File: config.mk
export PLATFORM = sky130hd
export DESIGN_NAME = fcg_ctrl
export DESIGN_NICKNAME = d
export VERILOG_FILES = /design/src/rtl/core/fcg_pkg.sv /design/src/rtl/core/fcg_ctrl.sv
export SDC_FILE = /design/constraint.sdc
export NUM_CORES = 1
export LEC_CHECK = 0
export ABC_AREA = 1
export BUFFER_PORTS_ARGS = -buffer_cell sky130_fd_sc_hd__buf_2
export CELL_PAD_IN_SITES_DETAIL_PLACEMENT = 1
export CELL_PAD_IN_SITES_GLOBAL_PLACEMENT = 2
export CORE_MARGIN = 4
export CORE_UTILIZATION = 33
export CTS_BUF_LIST = sky130_fd_sc_hd__clkbuf_4 sky130_fd_sc_hd__clkbuf_8 sky130_fd_sc_hd__clkbuf_16
export DETAILED_ROUTE_END_ITERATION = 7
export PLACE_DENSITY_LB_ADDON = 0.1
export SLEW_MARGIN = 20
export SYNTH_ARGS = -nofsm -noshare
export SYNTH_HDL_FRONTEND = slang
export SYNTH_SLANG_ARGS = --single-unit
File: constraint.sdc
create_clock -name clk -period 3.4 [get_ports clk]
set_clock_uncertainty 0.15 [all_clocks]
set_input_delay 0.68 -clock clk [delete_from_list [all_inputs] [get_ports clk]]
set_output_delay 0.68 -clock clk [all_outputs]
set_load 0.01 [all_outputs]
File: src/rtl/core/fcg_pkg.sv
// Shared types and constants for the FIR convolver with output gain.
// Holds field widths, command and register codes, the controller state
// type and the command and status bundles. Depends on nothing.
`default_nettype none

package fcg_pkg;

    // Field widths of the streaming and configuration payloads.
    localparam int TAP_IDX_W  = 13;
    localparam int TAP_W      = 24;
    localparam int SAMPLE_W   = 24;
    localparam int OUT_W      = 16;
    localparam int IRLEN_W    = 14;
    localparam int GAIN_W     = 15;
    localparam int CFG_IDX_W  = 2;
    localparam int CFG_DATA_W = 15;
    localparam int S_TDATA_W  = 64;
    localparam int M_TDATA_W  = 16;

    // Positions of the fields inside the slave-side tdata.
    localparam int TAP_IDX_LSB = 0;
    localparam int TAP_VAL_LSB = TAP_IDX_LSB + TAP_IDX_W;
    localparam int SAMPLE_LSB  = TAP_VAL_LSB + TAP_W;

    // Arithmetic constants.
    localparam int PROD_W        = TAP_W + SAMPLE_W;
    localparam int BYPASS_SHIFT  = 23;
    localparam int FULL_BIT      = 56;
    localparam int SCALE_BITS    = 15;
    localparam int SCALED_W      = FULL_BIT + 1 + SCALE_BITS;
    localparam int MUL_CNT_W     = $clog2(GAIN_W + 1);

    localparam logic [GAIN_W-1:0]      GAIN_RESET = 15'd4106;
    localparam logic signed [OUT_W-1:0] OUT_MAX   = 16'sd32767;

    // Command codes carried in the slave-side tuser.
    localparam logic CMD_TAP_WRITE = 1'b0;
    localparam logic CMD_SAMPLE    = 1'b1;

    // Configuration register indexes.
    localparam logic [CFG_IDX_W-1:0] REG_IR_LENGTH = 2'd0;
    localparam logic [CFG_IDX_W-1:0] REG_BYPASS    = 2'd1;
    localparam logic [CFG_IDX_W-1:0] REG_GAIN      = 2'd2;

    typedef enum logic [3:0] {
        ST_IDLE,
        ST_BYPASS,
        ST_HIST_WRITE,
        ST_MAC,
        ST_DRAIN,
        ST_ABS,
        ST_MUL,
        ST_SCALE,
        ST_OUT
    } fcg_state_t;

    // Commands from the controller to the datapath.
    typedef struct packed {
        logic capture;      // request accepted: latch fields, apply a tap write
        logic load_sample;  // accumulator takes the sample, bypass path
        logic hist_wr;      // store sample in history, clear accumulator
        logic mac_issue;    // read one tap and one history entry
        logic abs_ld;       // split accumulator into sign and magnitude
        logic mul_step;     // one shift-and-add step of the gain multiply
        logic scale;        // clamp and scale to the output range
        logic out_load;     // load the output register
    } fcg_cmd_t;

    // Status from the datapath to the controller.
    typedef struct packed {
        logic mac_busy;     // products still in flight
        logic out_free;     // output register can take a new result
    } fcg_status_t;

endpackage

`default_nettype wire

File: src/rtl/core/fcg_ctrl.sv
// Controller state machine for the FIR convolver with output gain.
// Sequences the history write, the tap loop and the gain stage.
// Depends on fcg_pkg.
`default_nettype none

module fcg_ctrl #(
    parameter int MAX_TAPS = 8192
) (
    input  wire                              clk,
    input  wire                              rst_n,
    input  wire                              in_valid,
    output logic                             in_ready,
    input  wire                              in_command,
    input  wire  [fcg_pkg::IRLEN_W-1:0]      ir_length,
    input  wire                              bypass,
    output fcg_pkg::fcg_cmd_t                cmd,
    input  fcg_pkg::fcg_status_t             status
);

    localparam int ADDR_W = (MAX_TAPS > 1) ? $clog2(MAX_TAPS) : 1;
    localparam int CNT_W  = ADDR_W + 1;

    fcg_pkg::fcg_state_t               state_reg, state_next;
    logic [CNT_W-1:0]                  cnt_reg, cnt_next;
    logic [fcg_pkg::MUL_CNT_W-1:0]     mul_cnt_reg, mul_cnt_next;
    logic [CNT_W-1:0]                  len;

    // Taps in use, saturated to the size of the stores.
    always_comb
    begin
        if (32'(ir_length) > 32'(MAX_TAPS))
        begin
            len = CNT_W'(MAX_TAPS);
        end
        else
        begin
            len = CNT_W'(ir_length);
        end
    end

    always_ff @(posedge clk or negedge rst_n)
    begin
        if (!rst_n)
        begin
            state_reg   <= fcg_pkg::ST_IDLE;
            cnt_reg     <= '0;
            mul_cnt_reg <= '0;
        end
        else
        begin
            state_reg   <= state_next;
            cnt_reg     <= cnt_next;
            mul_cnt_reg <= mul_cnt_next;
        end
    end

    always_comb
    begin
        state_next   = state_reg;
        cnt_next     = cnt_reg;
        mul_cnt_next = mul_cnt_reg;
        cmd          = '0;
        in_ready     = 1'b0;
        case (state_reg)
            fcg_pkg::ST_IDLE:
            begin
                in_ready = 1'b1;
                if (in_valid)
                begin
                    cmd.capture = 1'b1;
                    if (in_command == fcg_pkg::CMD_SAMPLE)
                    begin
                        if (bypass || (len == '0))
                        begin
                            state_next = fcg_pkg::ST_BYPASS;
                        end
                        else
                        begin
                            state_next = fcg_pkg::ST_HIST_WRITE;
                        end
                    end
                end
            end
            fcg_pkg::ST_BYPASS:
            begin
                cmd.load_sample = 1'b1;
                state_next      = fcg_pkg::ST_ABS;
            end
            fcg_pkg::ST_HIST_WRITE:
            begin
                cmd.hist_wr = 1'b1;
                cnt_next    = len;
                state_next  = fcg_pkg::ST_MAC;
            end
            fcg_pkg::ST_MAC:
            begin
                cmd.mac_issue = 1'b1;
                cnt_next      = cnt_reg - 1'b1;
                if (cnt_reg == CNT_W'(1))
                begin
                    state_next = fcg_pkg::ST_DRAIN;
                end
            end
            fcg_pkg::ST_DRAIN:
            begin
                if (!status.mac_busy)
                begin
                    state_next = fcg_pkg::ST_ABS;
                end
            end
            fcg_pkg::ST_ABS:
            begin
                cmd.abs_ld   = 1'b1;
                mul_cnt_next = fcg_pkg::MUL_CNT_W'(fcg_pkg::GAIN_W);
                state_next   = fcg_pkg::ST_MUL;
            end
            fcg_pkg::ST_MUL:
            begin
                cmd.mul_step = 1'b1;
                mul_cnt_next = mul_cnt_reg - 1'b1;
                if (mul_cnt_reg == fcg_pkg::MUL_CNT_W'(1))
                begin
                    state_next = fcg_pkg::ST_SCALE;
                end
            end
            fcg_pkg::ST_SCALE:
            begin
                cmd.scale  = 1'b1;
                state_next = fcg_pkg::ST_OUT;
            end
            fcg_pkg::ST_OUT:
            begin
                if (status.out_free)
                begin
                    cmd.out_load = 1'b1;
                    state_next   = fcg_pkg::ST_IDLE;
                end
            end
            default:
            begin
                state_next = fcg_pkg::ST_IDLE;
            end
        endcase
    end

endmodule

`default_nettype wire

==> impl_metrics.py <==
metrics = {
    "die": {
        "initial_util": 0.344,
        "core_sq_um": 4750,
        "num_io_pins": 30,
        "die_height_um": 78.5,
        "die_w_um": 78.5,
        "row_count": 25,
        "design.die.area_sq_um": 6150,
    },
    "place": {
        "portBuffers": 29,
        "post-dp-hpwl_mm": 3.80,
        "gp_congestion": 0.793,
    },
    "logic_synthesis": {
        "synth.lib_cells_used.distinct": 41,
        "synth-compound-area-share": 0.210,
        "netlist_top_cells_count": "nand2_1 (40), nor2_1 (28), inv_1 (23)",
        "yosys.area_share.xor_xnor": 0.0107,
        "synth_most_common_cell": "nand2_1",
        "synthesized_instance_count": 222,
        "synth_area_leader_cell": "dfrtp_1",
        "synthesis.area_sq_um": 1640,
        "synth_sequential_area_ratio": 0.336,
        "combinational_family_with_the_most_area_after_synthesis": "simple AND/OR/NAND/NOR gates",
        "synth-adder-area-share": 0.0306,
        "synth-async-reset-ratio": 1.00,
        "synth_largest_type_area_fraction": 0.336,
        "synth_edf_count": 0,
        "ys_seq_elements": 22,
        "syn_area_per_cell_sq_um": 7.38,
        "post_synth_main_area_contributors": "dfrtp_1 (34%), nand2_1 (9.2%), nor2_1 (6.4%)",
        "synth_flop_cell": "dfrtp_1",
        "synth-simple-area-share": 0.315,
        "yosys_warnings": 0,
        "yosys-mux-area-fraction": 0,
        "synth.net_count": 247,
    },
    "setup_path": {
        "setup.worst_path.start_class": "register",
        "cp_max_fo": 12,
        "worstSetupPathType": "register to output port",
        "setup.worst_path.end_class": "output port",
        "worstPathArrival_ns": 1.77,
        "worst-endpoint-required_ns": 2.57,
    },
    "clock_network": {
        "clk_latency_ns": 0.27,
        "cts_max_path_buffers": 2,
        "clock-root-buffer": "clkbuf_8",
        "cts_htree_levels": 1,
        "clock-sinks": 22,
        "cts_tree": "yes",
        "clk_transition_reported_paths_ns": 0.10,
        "post-cts-setup-buffers": 0,
        "cts_repair_resize_count": 0,
        "ctsHoldBuffers": 0,
        "tritoncts.num_buffers": 3,
    },
    "drt": {
        "dr.pass1.iters": 4,
        "routed_wire_length_per_instance_um": 14.8,
        "detailroute.via_count": 1574,
        "finalWirelength_mm": 4.71,
        "drc_markers": 0,
        "vias_per_cell": 4.95,
        "drt_iter0_drc": 60,
        "drt.antenna.violating_nets": 0,
    },
    "global_route": {
        "vias_in_the_first_global_route": 1563,
        "global_route.usage.met1": 0.220,
        "gr-total-overflow": 0,
        "global_route.usage.total": 0.162,
        "initial_antenna_violation_count": 0,
        "grt_max_degree": 23,
        "grt.busiest_layer": "met2",
        "first_pass_grt_wire_length_mm": 7.94,
        "grt.met2_usage": 0.274,
        "grt.met3_usage": 0.0241,
    },
    "timing": {
        "rsz0062_at_grt": "false",
        "achievable-frequency_ghz": 0.385,
        "worst_relative_slew_slack": 0.624,
        "report.final.hold_viol_count": 0,
        "setup-tns-final_ns": 0,
        "slew_violations": 0,
        "worst_slew_pin_slew_ns": 0.563,
        "fin_hold_ws_ns": 0.226,
        "timing.final.crit_share": 0.764,
        "finalSetupViolations": 0,
        "timing.final.crit_period_ns": 2.60,
    },
    "final_layout": {
        "layout.nets": 277,
        "flip_flop_count_of_the_largest_register_all_copies_and_words_added": 14,
        "area_delta_synth_final_pct": 16.4,
        "diodes": 0,
        "drive_above_1_share": 0.259,
    },
    "min_path": {
        "hold_class": "primary input to asynchronous set/reset pin",
    },
    "power": {
        "power.ir.vdd_worst_v": 0.000331,
        "power.internal_mw": 0.838,
        "static-leakage-power_nw": 0.909,
        "seq_power_share": 0.311,
        "share_comb_of_total_power": 0.531,
        "power_frac_clock": 0.158,
        "switching_share": 0.486,
        "power_density_nw_per_um2": 854,
        "power.net_switching_mw": 0.791,
    },
    "flow_run": {
        "cap_viol_max_count": 0,
    },
    "status": {
        "run_status": "finished clean",
    },
}
cell families (layout without fill, tap and decap cells):
logic type | after synthesis | count (layout)
buffers and inverters | 37 | 66
AND/OR/NAND/NOR | 102 | 102
AO/OA/AOI/OAI | 55 | 55
flip-flops | 22 | 22
adder cells (fa/ha/maj) | 4 | 4
XOR/XNOR | 2 | 2
stage by stage:
stage                     setup WS [ns]  std cells  power [mW]  cell area (sq um)  utilization
final                             0.801        318        1.63               1910        0.401
after global routing              0.644        318        1.79               1910        0.401
after CTS                         0.777        318        1.65               1910        0.401
after detailed placement           1.09        314        1.39               1840        0.386
after global placement             1.07        314        1.39               1840        0.386
after floorplan                    1.57        222        1.16               1640            -
cells in the final DEF, fill, tap and decap left out, types with 2 or more instances in the layout:
cell	n
a21oi_1	13
inv_2	7
ha_1	4
nor3_2	2
clkbuf_8	3
nand4_1	4
nor2_2	5
nand2_2	3
xor2_1	2
o21ai_0	10
inv_4	2
nor2_1	28
buf_2	29
nand2_1	40
a22oi_1	2
inv_1	23
dfrtp_1	22
o41ai_1	2
a211oi_1	2
nor2_4	2
nand4_2	2
o21ai_1	11
nand3_1	10
o21ai_2	3
a31oi_1	2
o22ai_1	2
nor3_1	2
critical path: stages (launching register included):
cell and delay, ns:
dfrtp_1 0.71, nand2_1 0.21, clkinv_1 0.15, nand2_8 0.09, inv_2 0.17, buf_2 0.17
power groups by stage:
stage / clock network, mW / logic (mW) / registers [mW]
floorplan: 0 / 0.701 / 0.463
global placement: 0 / 0.876 / 0.511
detailed placement: 0 / 0.878 / 0.513
CTS: 0.263 / 0.881 / 0.507
global route: 0.275 / 0.986 / 0.528
finish: 0.257 / 0.866 / 0.506
area by class of cell:
class	instances	area, sq um
Multi-Input combinational cell	163	927
Fill cell	631	2850
Tap cell	67	83.8
Sequential cell	22	551
Inverter	33	129
Timing Repair Buffer	29	145
Clock inverter	1	30.0
Clock buffer	3	41.3
path summary, 6_finish.rpt:
check / slack [ns] / endpoint / cells past startpoint / startpoint
max: 0.80 / cmd[4] / 5 / state_reg[0]
min: 0.23 / state_reg[3] / 1 / rst_n
max reg2reg: 1.35 / state_reg[1] / 9 / state_reg[0]
min reg2reg: 0.33 / mul_cnt_reg[3] / 1 / mul_cnt_reg[3]
max in group asynchronous: 2.51 / state_reg[0] / 1 / rst_n
min in group clk: 0.33 / mul_cnt_reg[3] / 1 / mul_cnt_reg[3]
metal layers:
metal | wire, um | share of wire | vias up
li1 | - | - | 807
met1 | 2340 | 0.50 | 738
met2 | 2190 | 0.46 | 27
met3 | 163 | 0.035 | 2
met4 | 15 | 0.0032 | 0
met5 | 0 | 0 | -
No activity file was read; power rests on OpenSTA's default activity.
